===== config.mk =====
export PLATFORM = sky130hd
export DESIGN_NAME = button_adjusted_square_wave
export DESIGN_NICKNAME = d
export VERILOG_FILES = /design/src/sv/bas_pkg.sv /design/src/sv/bas_cfg.sv /design/src/sv/bas_core.sv /design/src/sv/button_adjusted_square_wave.sv
export SDC_FILE = /design/constraint.sdc
export NUM_CORES = 1
export LEC_CHECK = 0
export BUFFER_PORTS_ARGS = -buffer_cell sky130_fd_sc_hd__buf_4
export CAP_MARGIN = 20
export CORE_ASPECT_RATIO = 1.4
export CORE_MARGIN = 2
export CORE_UTILIZATION = 30
export CTS_CLUSTER_SIZE = 20
export DETAILED_ROUTE_END_ITERATION = 8
export PLACE_DENSITY_LB_ADDON = 0.12
export SKIP_CTS_REPAIR_TIMING = 1
export SYNTH_ARGS = -nofsm -noshare
export SYNTH_HDL_FRONTEND = slang
export SYNTH_SLANG_ARGS = --single-unit

===== constraint.sdc =====
create_clock -name clk -period 6.45 [get_ports clk]
set_input_delay 0.3225 -clock clk [delete_from_list [all_inputs] [get_ports clk]]
set_output_delay 0.3225 -clock clk [all_outputs]
set_load 0.01 [all_outputs]

===== src/sv/bas_pkg.sv =====
package bas_pkg;

	localparam int unsigned SinceMax  = 1023;
	localparam int unsigned PeriodMax = 8191;

	localparam logic [9:0]  DEBOUNCE_RST = 10'd100;
	localparam logic [9:0]  REPEAT_RST   = 10'd100;
	localparam logic [9:0]  PULSE_RST    = 10'd500;
	localparam logic [12:0] LIMIT_RST    = 13'd5000;
	localparam logic [12:0] FINE_RST     = 13'd100;
	localparam logic [7:0]  COARSE_RST   = 8'd10;
	localparam logic [12:0] PERIOD_RST   = 13'd1000;

	typedef enum logic [2:0] {
		REG_DEBOUNCE = 3'd0,
		REG_REPEAT   = 3'd1,
		REG_PULSE    = 3'd2,
		REG_LIMIT    = 3'd3,
		REG_FINE     = 3'd4,
		REG_COARSE   = 3'd5
	} reg_idx_t;

	typedef enum logic [2:0] {
		PH_IDLE = 3'b001,
		PH_HIGH = 3'b010,
		PH_LOW  = 3'b100
	} phase_t;

	typedef struct packed {
		logic [9:0]  debounce_ticks;
		logic [9:0]  repeat_ticks;
		logic [9:0]  pulse_ticks;
		logic [12:0] period_limit;
		logic [12:0] fine_threshold;
		logic [7:0]  coarse_step;
	} cfg_t;

	typedef struct packed {
		logic        wave_out;
		logic [12:0] period_ms;
		logic        manual_mode;
	} result_t;

	// One period step: shorten (coarse above the fine threshold, else by one) or lengthen.
	function automatic logic [12:0] bas_step(input logic [12:0] period, input logic down,
	                                         input cfg_t cfg);
		logic [13:0] sum;
		logic [12:0] res;
		sum = {1'b0, period} + {6'd0, cfg.coarse_step};
		res = period;
		if (!down) begin
			if (period > cfg.fine_threshold) begin
				res = (period > {5'd0, cfg.coarse_step}) ?
				      (period - {5'd0, cfg.coarse_step}) : 13'd1;
			end else if (period > 13'd1) begin
				res = period - 13'd1;
			end
		end else if (period < cfg.period_limit) begin
			res = (sum > 14'(PeriodMax)) ? 13'(PeriodMax) : sum[12:0];
		end
		return res;
	endfunction

endpackage


===== src/sv/bas_cfg.sv =====
module bas_cfg (
	input  logic         clk,
	input  logic         arst_n,
	input  logic         psel,
	input  logic         penable,
	input  logic         pwrite,
	input  logic [4:0]   paddr,
	input  logic [31:0]  pwdata,
	output logic [31:0]  prdata,
	output logic         pready,
	output bas_pkg::cfg_t cfg
);
	import bas_pkg::*;

	cfg_t cfg_q;
	logic wr_en;

	assign wr_en  = psel && penable && pwrite;
	assign pready = 1'b1;
	assign cfg    = cfg_q;

	always_ff @(posedge clk or negedge arst_n) begin
		if (!arst_n) begin
			cfg_q.debounce_ticks <= DEBOUNCE_RST;
			cfg_q.repeat_ticks   <= REPEAT_RST;
			cfg_q.pulse_ticks    <= PULSE_RST;
			cfg_q.period_limit   <= LIMIT_RST;
			cfg_q.fine_threshold <= FINE_RST;
			cfg_q.coarse_step    <= COARSE_RST;
		end else if (wr_en) begin
			case (paddr[4:2])
				REG_DEBOUNCE: cfg_q.debounce_ticks <= pwdata[9:0];
				REG_REPEAT:   cfg_q.repeat_ticks   <= pwdata[9:0];
				REG_PULSE:    cfg_q.pulse_ticks    <= pwdata[9:0];
				REG_LIMIT:    cfg_q.period_limit   <= pwdata[12:0];
				REG_FINE:     cfg_q.fine_threshold <= pwdata[12:0];
				REG_COARSE:   cfg_q.coarse_step    <= pwdata[7:0];
				default: ;
			endcase
		end
	end

	always_comb begin
		case (paddr[4:2])
			REG_DEBOUNCE: prdata = {22'd0, cfg_q.debounce_ticks};
			REG_REPEAT:   prdata = {22'd0, cfg_q.repeat_ticks};
			REG_PULSE:    prdata = {22'd0, cfg_q.pulse_ticks};
			REG_LIMIT:    prdata = {19'd0, cfg_q.period_limit};
			REG_FINE:     prdata = {19'd0, cfg_q.fine_threshold};
			REG_COARSE:   prdata = {24'd0, cfg_q.coarse_step};
			default:      prdata = 32'd0;
		endcase
	end

endmodule


===== src/sv/bas_core.sv =====
module bas_core (
	input  logic            clk,
	input  logic            arst_n,
	input  logic            advance,
	input  logic [3:0]      levels,
	input  bas_pkg::cfg_t   cfg,
	output bas_pkg::result_t result
);
	import bas_pkg::*;

	logic [12:0] period_q, period_n;
	logic        mode_q, mode_n;
	logic [9:0]  since_q, since_n;
	logic [3:0]  last_q;
	logic        held_q, held_n;
	logic        hold_q, hold_n;
	logic [9:0]  rc_q, rc_n;
	logic [11:0] half_q, half_n;
	phase_t      phase_q, phase_n;
	logic [10:0] pc_q, pc_n;

	logic [3:0]  rising;
	logic [9:0]  pt, rt;
	logic        accepted, pulse_out, pulse_level, do_step, step_down, wave;
	logic [11:0] half_len;

	always_comb begin
		rising = levels & ~last_q;
		pt = (cfg.pulse_ticks == 10'd0) ? 10'd1 : cfg.pulse_ticks;
		rt = (cfg.repeat_ticks == 10'd0) ? 10'd1 : cfg.repeat_ticks;
		mode_n = mode_q;
		held_n = held_q;
		hold_n = hold_q;
		rc_n = rc_q;
		pc_n = pc_q;
		accepted = 1'b0;
		pulse_out = 1'b0;
		pulse_level = 1'b0;
		do_step = 1'b0;
		step_down = held_q;

		if (hold_q) begin
			rc_n = rc_q + 10'd1;
			if (rc_n >= rt) begin
				rc_n = 10'd0;
				if (levels[{1'b0, held_q}]) do_step = 1'b1;
				else hold_n = 1'b0;
			end
		end else if (pc_q != 11'd0) begin
			pulse_out = 1'b1;
			pulse_level = (pc_q > {1'b0, pt});
			pc_n = pc_q - 11'd1;
		end else if (rising != 4'd0 &&
		             (since_q > cfg.debounce_ticks || since_q == 10'(SinceMax))) begin
			accepted = 1'b1;
			if (rising[0]) begin
				if (period_q > 13'd1) begin
					held_n = 1'b0; hold_n = 1'b1; rc_n = 10'd0;
					do_step = 1'b1; step_down = 1'b0;
				end
			end else if (rising[1]) begin
				if (period_q < cfg.period_limit) begin
					held_n = 1'b1; hold_n = 1'b1; rc_n = 10'd0;
					do_step = 1'b1; step_down = 1'b1;
				end
			end else if (rising[2]) begin
				mode_n = ~mode_q;
			end else if (mode_q) begin
				pc_n = {pt, 1'b0} - 11'd1;
				pulse_out = 1'b1;
				pulse_level = 1'b1;
			end
		end

		period_n = do_step ? bas_step(period_q, step_down, cfg) : period_q;

		if (accepted) since_n = 10'd0;
		else if (since_q != 10'(SinceMax)) since_n = since_q + 10'd1;
		else since_n = since_q;

		half_len = (period_n[12:1] == 12'd0) ? 12'd1 : period_n[12:1];
		phase_n = phase_q;
		half_n = half_q;
		wave = 1'b0;
		if (!hold_n && !pulse_out) begin
			if (phase_n != PH_HIGH && phase_n != PH_LOW) begin
				phase_n = PH_IDLE;
				if (!mode_n) begin
					phase_n = PH_HIGH;
					half_n = half_len;
				end
			end
			case (phase_n)
				PH_HIGH: begin
					wave = 1'b1;
					if (half_n != 12'd0) half_n = half_n - 12'd1;
					if (half_n == 12'd0) begin
						phase_n = PH_LOW;
						half_n = half_len;
					end
				end
				PH_LOW: begin
					if (half_n != 12'd0) half_n = half_n - 12'd1;
					if (half_n == 12'd0) phase_n = PH_IDLE;
				end
				default: wave = 1'b0;
			endcase
		end else begin
			wave = (phase_q == PH_HIGH);
		end

		result.wave_out    = pulse_out ? pulse_level : wave;
		result.period_ms   = period_n;
		result.manual_mode = mode_n;
	end

	always_ff @(posedge clk or negedge arst_n) begin
		if (!arst_n) begin
			period_q <= PERIOD_RST;
			mode_q   <= 1'b0;
			since_q  <= 10'(SinceMax);
			last_q   <= 4'd0;
			held_q   <= 1'b0;
			hold_q   <= 1'b0;
			rc_q     <= 10'd0;
			half_q   <= 12'd0;
			phase_q  <= PH_IDLE;
			pc_q     <= 11'd0;
		end else if (advance) begin
			period_q <= period_n;
			mode_q   <= mode_n;
			since_q  <= since_n;
			last_q   <= levels;
			held_q   <= held_n;
			hold_q   <= hold_n;
			rc_q     <= rc_n;
			half_q   <= half_n;
			phase_q  <= phase_n;
			pc_q     <= pc_n;
		end
	end

endmodule


===== src/sv/button_adjusted_square_wave.sv =====
// Channel    Dir  Handshake          Payload
// s_axis     in   s_tvalid/s_tready  one tick: four button levels
// m_axis     out  m_tvalid/m_tready  one result per tick: wave, period, mode
// apb        in   psel/penable       six timing and step registers at 4*i
//
// A new tick transaction can enter every cycle, except while a result waits unclaimed.
// Its result is captured in the output register when the tick is accepted.
// The output register parts the two sides: a tick is taken while the held result
// is being taken in the same cycle, and input stalls only while the result waits.
// arst_n clears state to period 1000, auto mode, wave idle low, no hold or pulse.
module button_adjusted_square_wave (
	input  logic        clk,
	input  logic        arst_n,
	// s_tdata: [0] up_button, [1] down_button, [2] mode_button, [3] pulse_button
	input  logic        s_tvalid,
	output logic        s_tready,
	input  logic [7:0]  s_tdata,
	// m_tdata: [0] wave_out, [13:1] period_ms, [14] manual_mode
	output logic        m_tvalid,
	input  logic        m_tready,
	output logic [15:0] m_tdata,
	input  logic        psel,
	input  logic        penable,
	input  logic        pwrite,
	input  logic [4:0]  paddr,
	input  logic [31:0] pwdata,
	output logic [31:0] prdata,
	output logic        pready
);
	import bas_pkg::*;

	cfg_t    cfg;
	result_t result;
	logic    advance;
	logic    out_valid_q;
	logic [15:0] out_data_q;

	// Take a tick whenever the output slot is free or being emptied now.
	assign s_tready = !out_valid_q || m_tready;
	assign advance  = s_tvalid && s_tready;

	bas_cfg u_cfg (
		.clk     (clk),
		.arst_n  (arst_n),
		.psel    (psel),
		.penable (penable),
		.pwrite  (pwrite),
		.paddr   (paddr),
		.pwdata  (pwdata),
		.prdata  (prdata),
		.pready  (pready),
		.cfg     (cfg)
	);

	bas_core u_core (
		.clk     (clk),
		.arst_n  (arst_n),
		.advance (advance),
		.levels  (s_tdata[3:0]),
		.cfg     (cfg),
		.result  (result)
	);

	// Hold the result until taken; load a fresh one with every accepted tick.
	always_ff @(posedge clk or negedge arst_n) begin
		if (!arst_n) begin
			out_valid_q <= 1'b0;
		end else if (advance) begin
			out_valid_q <= 1'b1;
		end else if (m_tready) begin
			out_valid_q <= 1'b0;
		end
	end

	always_ff @(posedge clk) begin
		if (advance) begin
			out_data_q <= {1'b0, result.manual_mode, result.period_ms, result.wave_out};
		end
	end

	assign m_tvalid = out_valid_q;
	assign m_tdata  = out_data_q;

endmodule


=== Yosys cells after proc, flatten, opt, wreduce, memory -nomap -nowiden ===
Cells that the tools add are included.

* Register bits after elaboration: 146
* Latch bits: 0
* Memory bits (writable): 0
* Memory bits (read-only): 0
* Bits of input ports: 52
* Memories kept: 0

* $add $sub $neg: 8
* Multiply operators: 0
* Divide/modulo/power cells: 0
* Order comparisons: 9
* Equal/unequal tests: 17
* Shift operators: 0
* Mux-type cells: 86
* Bitwise gates (word level): 4
* Reductions and logical operators: 37

{| class="wikitable"
|+ Operator list
! cell !! number
|-
| $mux W10 || 12
|-
| $mux W12 || 10
|-
| $mux W13 || 7
|-
| $pmux W13 S6 || 1
|-
| $mux W11 || 6
|-
| $mux W1 || 43
|-
| $logic_not A12 Y1 || 3
|-
| $pmux W12 S2 || 1
|-
| $sub A11 B1 Y11 const B || 2
|-
| $add A10 B1 Y10 const B || 2
|-
| $logic_not A10 Y1 || 2
|-
| $reduce_and A2 Y1 || 8
|-
| $add A13 B8 Y14 || 1
|-
| $gt A14 B13 Y1 const B || 1
|-
| $gt A13 B1 Y1 const B || 1
|-
| $gt A13 B13 Y1 || 1
|-
| $gt A13 B8 Y1 || 1
|-
| $lt A13 B13 Y1 || 1
|-
| $sub A13 B1 Y13 const B || 1
|-
| $sub A13 B8 Y13 || 1
|-
| $eq A3 B2 Y1 const B || 4
|-
| $mux W3 || 4
|-
| $reduce_bool A12 Y1 || 1
|-
| $sub A12 B1 Y12 const B || 1
|-
| other kinds (27) || 46
|}

=== Longest topological paths before layout ===
* Word-level depth: 21
* Gate-level depth with buffers: 26
* Mapped depth without buffers: 25

=== Modules after synthesis ===
Synthesis repeated with hierarchy kept, for this count alone.

* Cell total of the unflattened synthesis: 1,237
* Area, all modules: 11,627.4 sq um

{| class="wikitable"
|+ By module, submodules not included
! module !! instances !! cells each !! area each (sq um)
|-
| bas_core || 1 || 987 || 7,918.8
|-
| bas_cfg || 1 || 229 || 3,193.1
|-
| button_adjusted_square_wave || 1 || 21 || 515.5
|}

=== Worst setup path after synthesis ===
Ideal clock, no wire load.

* Kind: reg2reg
* Start: reg u_core.rc_q[0]
* End: reg u_core.phase_q[2]
* Arrival time: 5.354 ns
* Required time: 6.319 ns
* Slack: 0.965 ns
* Stages on the path, launching flop included: 26
* Clock period less this slack: 5.485 ns
* Cells stage by stage: dfrtp_1 > ha_1 > nand3_1 > nor2_1 > nand3_1 > xnor2_1 > ha_1 > nor3_1 > o21ai_0 > a21oi_1 > or3_1 > o21ai_4 > a41oi_1 > and2_1 > o32ai_2 > nor4_4 > a31oi_2 > ha_1 > inv_1 > a211oi_1 > xnor2_1 > nand2_1 > or4_4 > a211oi_4 > nor2_1 > or3_1

* Word-level cells in the longest chain between the ends: 17
* Elaborated cells between the ends (all ways): 27
* Classes of those cells: 2 x add/sub; 1 x order compare; 17 x mux; 7 x reduce/logical

{| class="wikitable"
|+ Ends and longest elaborated chain
! item !! line !! source
|-
| from (decl) || bas_core.sv:17 || <nowiki>logic [9:0] rc_q, rc_n;</nowiki>
|-
| from (signal assigned) || bas_core.sv:136 || <nowiki>rc_q <= rc_n;</nowiki>
|-
| $add A10 B1 Y10 * || bas_core.sv:43 || <nowiki>rc_n = rc_q + 10'd1;</nowiki>
|-
| $ge A10 B10 Y1 * || bas_core.sv:44 || <nowiki>if (rc_n >= rt) begin</nowiki>
|-
| $mux W1 || bas_core.sv:44 ||
|-
| $mux W1 || bas_core.sv:42 || <nowiki>if (hold_q) begin</nowiki>
|-
| $mux W13 || bas_core.sv:75 || <nowiki>period_n = do_step ? bas_step(period_q, step_down, cfg) : period_q;</nowiki>
|-
| $logic_not A12 Y1 || bas_core.sv:81 || <nowiki>half_len = (period_n[12:1] == 12'd0) ? 12'd1 : period_n[12:1];</nowiki>
|-
| $mux W12 || bas_core.sv:81 ||
|-
| $mux W12 || bas_core.sv:88 || <nowiki>if (!mode_n) begin</nowiki>
|-
| $mux W12 || bas_core.sv:86 || <nowiki>if (phase_n != PH_HIGH && phase_n != PH_LOW) begin</nowiki>
|-
| $mux W12 || bas_core.sv:85 || <nowiki>if (!hold_n && !pulse_out) begin</nowiki>
|-
| $sub A12 B1 Y12 / $reduce_bool A12 Y1 (equally long branches) || bas_core.sv:96, bas_core.sv:103 ||
|-
| $mux W12 || bas_core.sv:96, bas_core.sv:103 ||
|-
| $mux W12 || bas_core.sv:93 || <nowiki>case (phase_n)</nowiki>
|-
| $mux W12 || bas_core.sv:85 ||
|-
| $logic_not A12 Y1 (on tied branches) || bas_core.sv:104, bas_core.sv:97 ||
|-
| $mux W3 (on tied branches) || bas_core.sv:104, bas_core.sv:97 ||
|-
| $pmux W3 S2 || bas_core.sv:93 ||
|-
| to (signal assigned) || bas_core.sv:138 || <nowiki>phase_q <= phase_n;</nowiki>
|-
| to (decl) || bas_core.sv:19 || <nowiki>phase_t phase_q, phase_n;</nowiki>
|}

Mark *: on every way between the ends. The rest lies on a longest branch, timed or not. The select of a mux whose other input is x is not followed.
A chain may end at the register's enable or synchronous reset.

==> out/results.ini <==
[outcome]
status=complete, no violations

[final_layout]
fin_area_um2=13000
n_antenna_cell=0
layout-drive-gt1-share_pct=17.7
areaGrowthSynthToFinish_pct=15.0
finalNetCount=1522

[sta]
relSlewSlack_pct=36.9
final.period_utilization_pct=93.5
rsz0062_at_grt=false
fmax_mhz=166
slew_viol_final=0
hold_violations=0
finalSetupViolCount=0
skew_ps=14.3
fin_crit_ps=6030
worstMarginPinSlew_ps=941
tns_ps=0

[cts]
clk_path_buf_depth=2
clk_latency_ps=460
path_clk_slew_ps=70
cts_root_buffer=clkbuf_16
cts_buffers=17
htree_levels=4
cts_tree=yes
cts_sinks=146

[logic_synthesis]
netlist-cell-type-count=102
yosysTopAreaCellShare_pct=20.3
ys.flop_type=dfrtp_1
syn_area_per_cell_um2=8.54
yosys.cell_count.top_type=nand2_1
synthTopCellsByCount=159 x nand2_1, 123 x o21ai_0, 95 x nor2_1
yosysTopAreaCell=dfrtp_1
synth_warnings=0
synth_edf_count=15
ys_ff_latch=146
async_flop_share_pct=89.7
yosysSeqAreaShare_pct=33.3
synth_area_um2=11300
synth.area.top_cells=dfrtp_1 20%, dfstp_2 9.0%, ha_1 8.8%, o21ai_0 5.4%, nand2_1 5.3%
netlist_instances=1327

[critical_path]
timing.rr.end=u_core.half_q[6]$_DFFE_PN0P_
cp_max_fo=12
reg2reg_slack_ps=420
worstPathRequired_ps=6810
endpoint_kind=flip-flop
ff2ff_path_depth=25
startpoint=u_core.rc_q[0]$_DFFE_PN0P_
crit_arrival_ps=6380
r2r_start=u_core.rc_q[0]$_DFFE_PN0P_
critPathKind=reg -> reg
critPathCapture=u_core.half_q[6]$_DFFE_PN0P_
crit_path_start_kind=flip-flop

[placed_design]
placed_cell_area_um2=12300
gp_congestion=0.884
dp_hpwl_mm=29.0
io_buffers=56

[die]
core_area_um2=37400
rows=84
io_pins=103
die_area_um2=39400
initial_core_util_pct=30.3
fp.dieW_um=168
dieHeight_um=234

[run]
cap_violations=0

[route]
drc=0
ant_nets=0
via_per_inst=5.34
drtIter0Drc=528
wl_mm=37.9
wl_per_cell_um=20.2
drt_first_pass_iters=4
vias=10000

[power]
combPwrFrac_pct=42.9
p_total_w=0.00431
p_int_w=0.00251
p_leak_nw=5.66
power-per-cell-area_nw_per_um2=331
p_sw_w=0.00180
swShare_pct=41.8
power_frac_clock_pct=24.4
ir_worst_vdd_uv=195
seqPwrFrac_pct=32.7

[global_routing]
overflow=0
grt_pass1_wl_mm=59.0
grt_antenna_before_repair=0
grt_max_degree=69
grt_pass1_vias=9867
globalRouteTotalUtil_pct=19.7

[min_path]
hold_path_class=in -> reg
min-delay-start=s_tvalid

## stage by stage
step	util, %	instances	setup WS, ps	hold WS (ps)
after CTS	34.6	1869	175	-86.1
after global placement	33.0	1837	257	412
after detailed placement	33.0	1837	219	411
after floorplan	-	1346	965	26.9
final	34.8	1874	421	70.2
after global routing	34.8	1874	24.5	53.1
## registers in the layout, indices dropped and copies added (netlist names)
register / cells
u_core.half_q: 12
u_core.period_q: 13
u_core.rc_q: 10
u_core.pc_q: 11
u_core.last_q: 4
u_cfg.cfg: 64
u_core.held_q: 1
u_core.since_q: 10
u_core.mode_q: 1
u_core.phase_q: 3
m_tvalid: 1
m_tdata: 15
u_core.hold_q: 1
## worst min-delay path by stage
stage / end / depth (start not counted)
final: m_tvalid$_DFFE_PN0P_ / 2
after global routing: m_tvalid$_DFFE_PN0P_ / 2
after CTS: u_core.rc_q[2]$_DFFE_PN0P_ / 1
after detailed placement: u_core.rc_q[2]$_DFFE_PN0P_ / 1
after global placement: u_core.rc_q[3]$_DFFE_PN0P_ / 1
after floorplan: m_tvalid$_DFFE_PN0P_ / 0
## cell usage in the layout (no fill, tap or decap), drive strengths merged, types with 20 or more instances in the layout
master and instances:
nand3 46, nor4 20, ha 80, a21oi 64
nor2 96, buf 96, mux2 20, xnor2 28
dfstp 39, inv 97, dfrtp 92, nand2 161
conb 21, nor3 31, o21ai 127, nand2b 21
mux2i 27, nand4 28
## layer usage
metal / track usage (%) / part of all wire [%] / vias to the layer above
met1: 22.8 / 42 / 4866
met2: 36.4 / 52 / 197
met3: 2.73 / 2.6 / 61
li1: - / - / 4885
met4: 7.92 / 3.2 / 0
met5: 0 / 0 / -
## critical path, cell delays in order, from the launching register on
cell      delay, ps
dfrtp_1         440
ha_1            250
nand3_1         170
nor2_2          190
nand3_1         110
xnor2_1         250
ha_1            210
nor3_1           60
o21ai_0          70
a21oi_1          80
or3_4           450
o21ai_4         180
nand3_2         210
o221a_2         360
o21bai_4        210
nor4_4          410
a31oi_4         160
ha_1            280
inv_1           130
xnor2_1         140
nand4_1         110
or4_4           520
a211oi_4        300
buf_4           190
nand2_4          90
o41ai_2         320
## cell type report
class | instances | area [um^2]
fillers | 3964 | 24400
clock inverters | 13 | 143
well taps | 473 | 592
multi-input cells | 1035 | 6970
flip-flops and latches | 146 | 3780
clock buffers | 19 | 464
inverters | 91 | 342
repair buffers | 97 | 751
## power by group through the flow
| stage | clock (W) | combinational [W] | sequential, W |
|---|---|---|---|
| after detailed placement | 0 | 0.00183 | 0.00143 |
| after global routing | 0.00112 | 0.00208 | 0.00144 |
| after floorplan | 0 | 0.00131 | 0.00133 |
| final | 0.00105 | 0.00185 | 0.00141 |
| after CTS | 0.00108 | 0.00184 | 0.00141 |
| after global placement | 0 | 0.00182 | 0.00142 |
## logic make-up (layout without fill, tap and decap cells)
| family | after synthesis | in the layout | synth area share (%) |
|---|---|---|---|
| AND/OR/NAND/NOR | 487 | 487 | 21.9 |
| AO/OA/AOI/OAI | 357 | 357 | 21.6 |
| buffers and inverters | 165 | 220 | 6.40 |
| flip-flops | 146 | 146 | 33.3 |
| adder cells (fa/ha/maj) | 82 | 82 | 9.19 |
| multiplexers | 47 | 47 | 4.37 |
| XOR/XNOR | 41 | 41 | 3.17 |
| other | 2 | 21 | 0.0663 |
No activity file was read; power rests on OpenSTA's default activity.
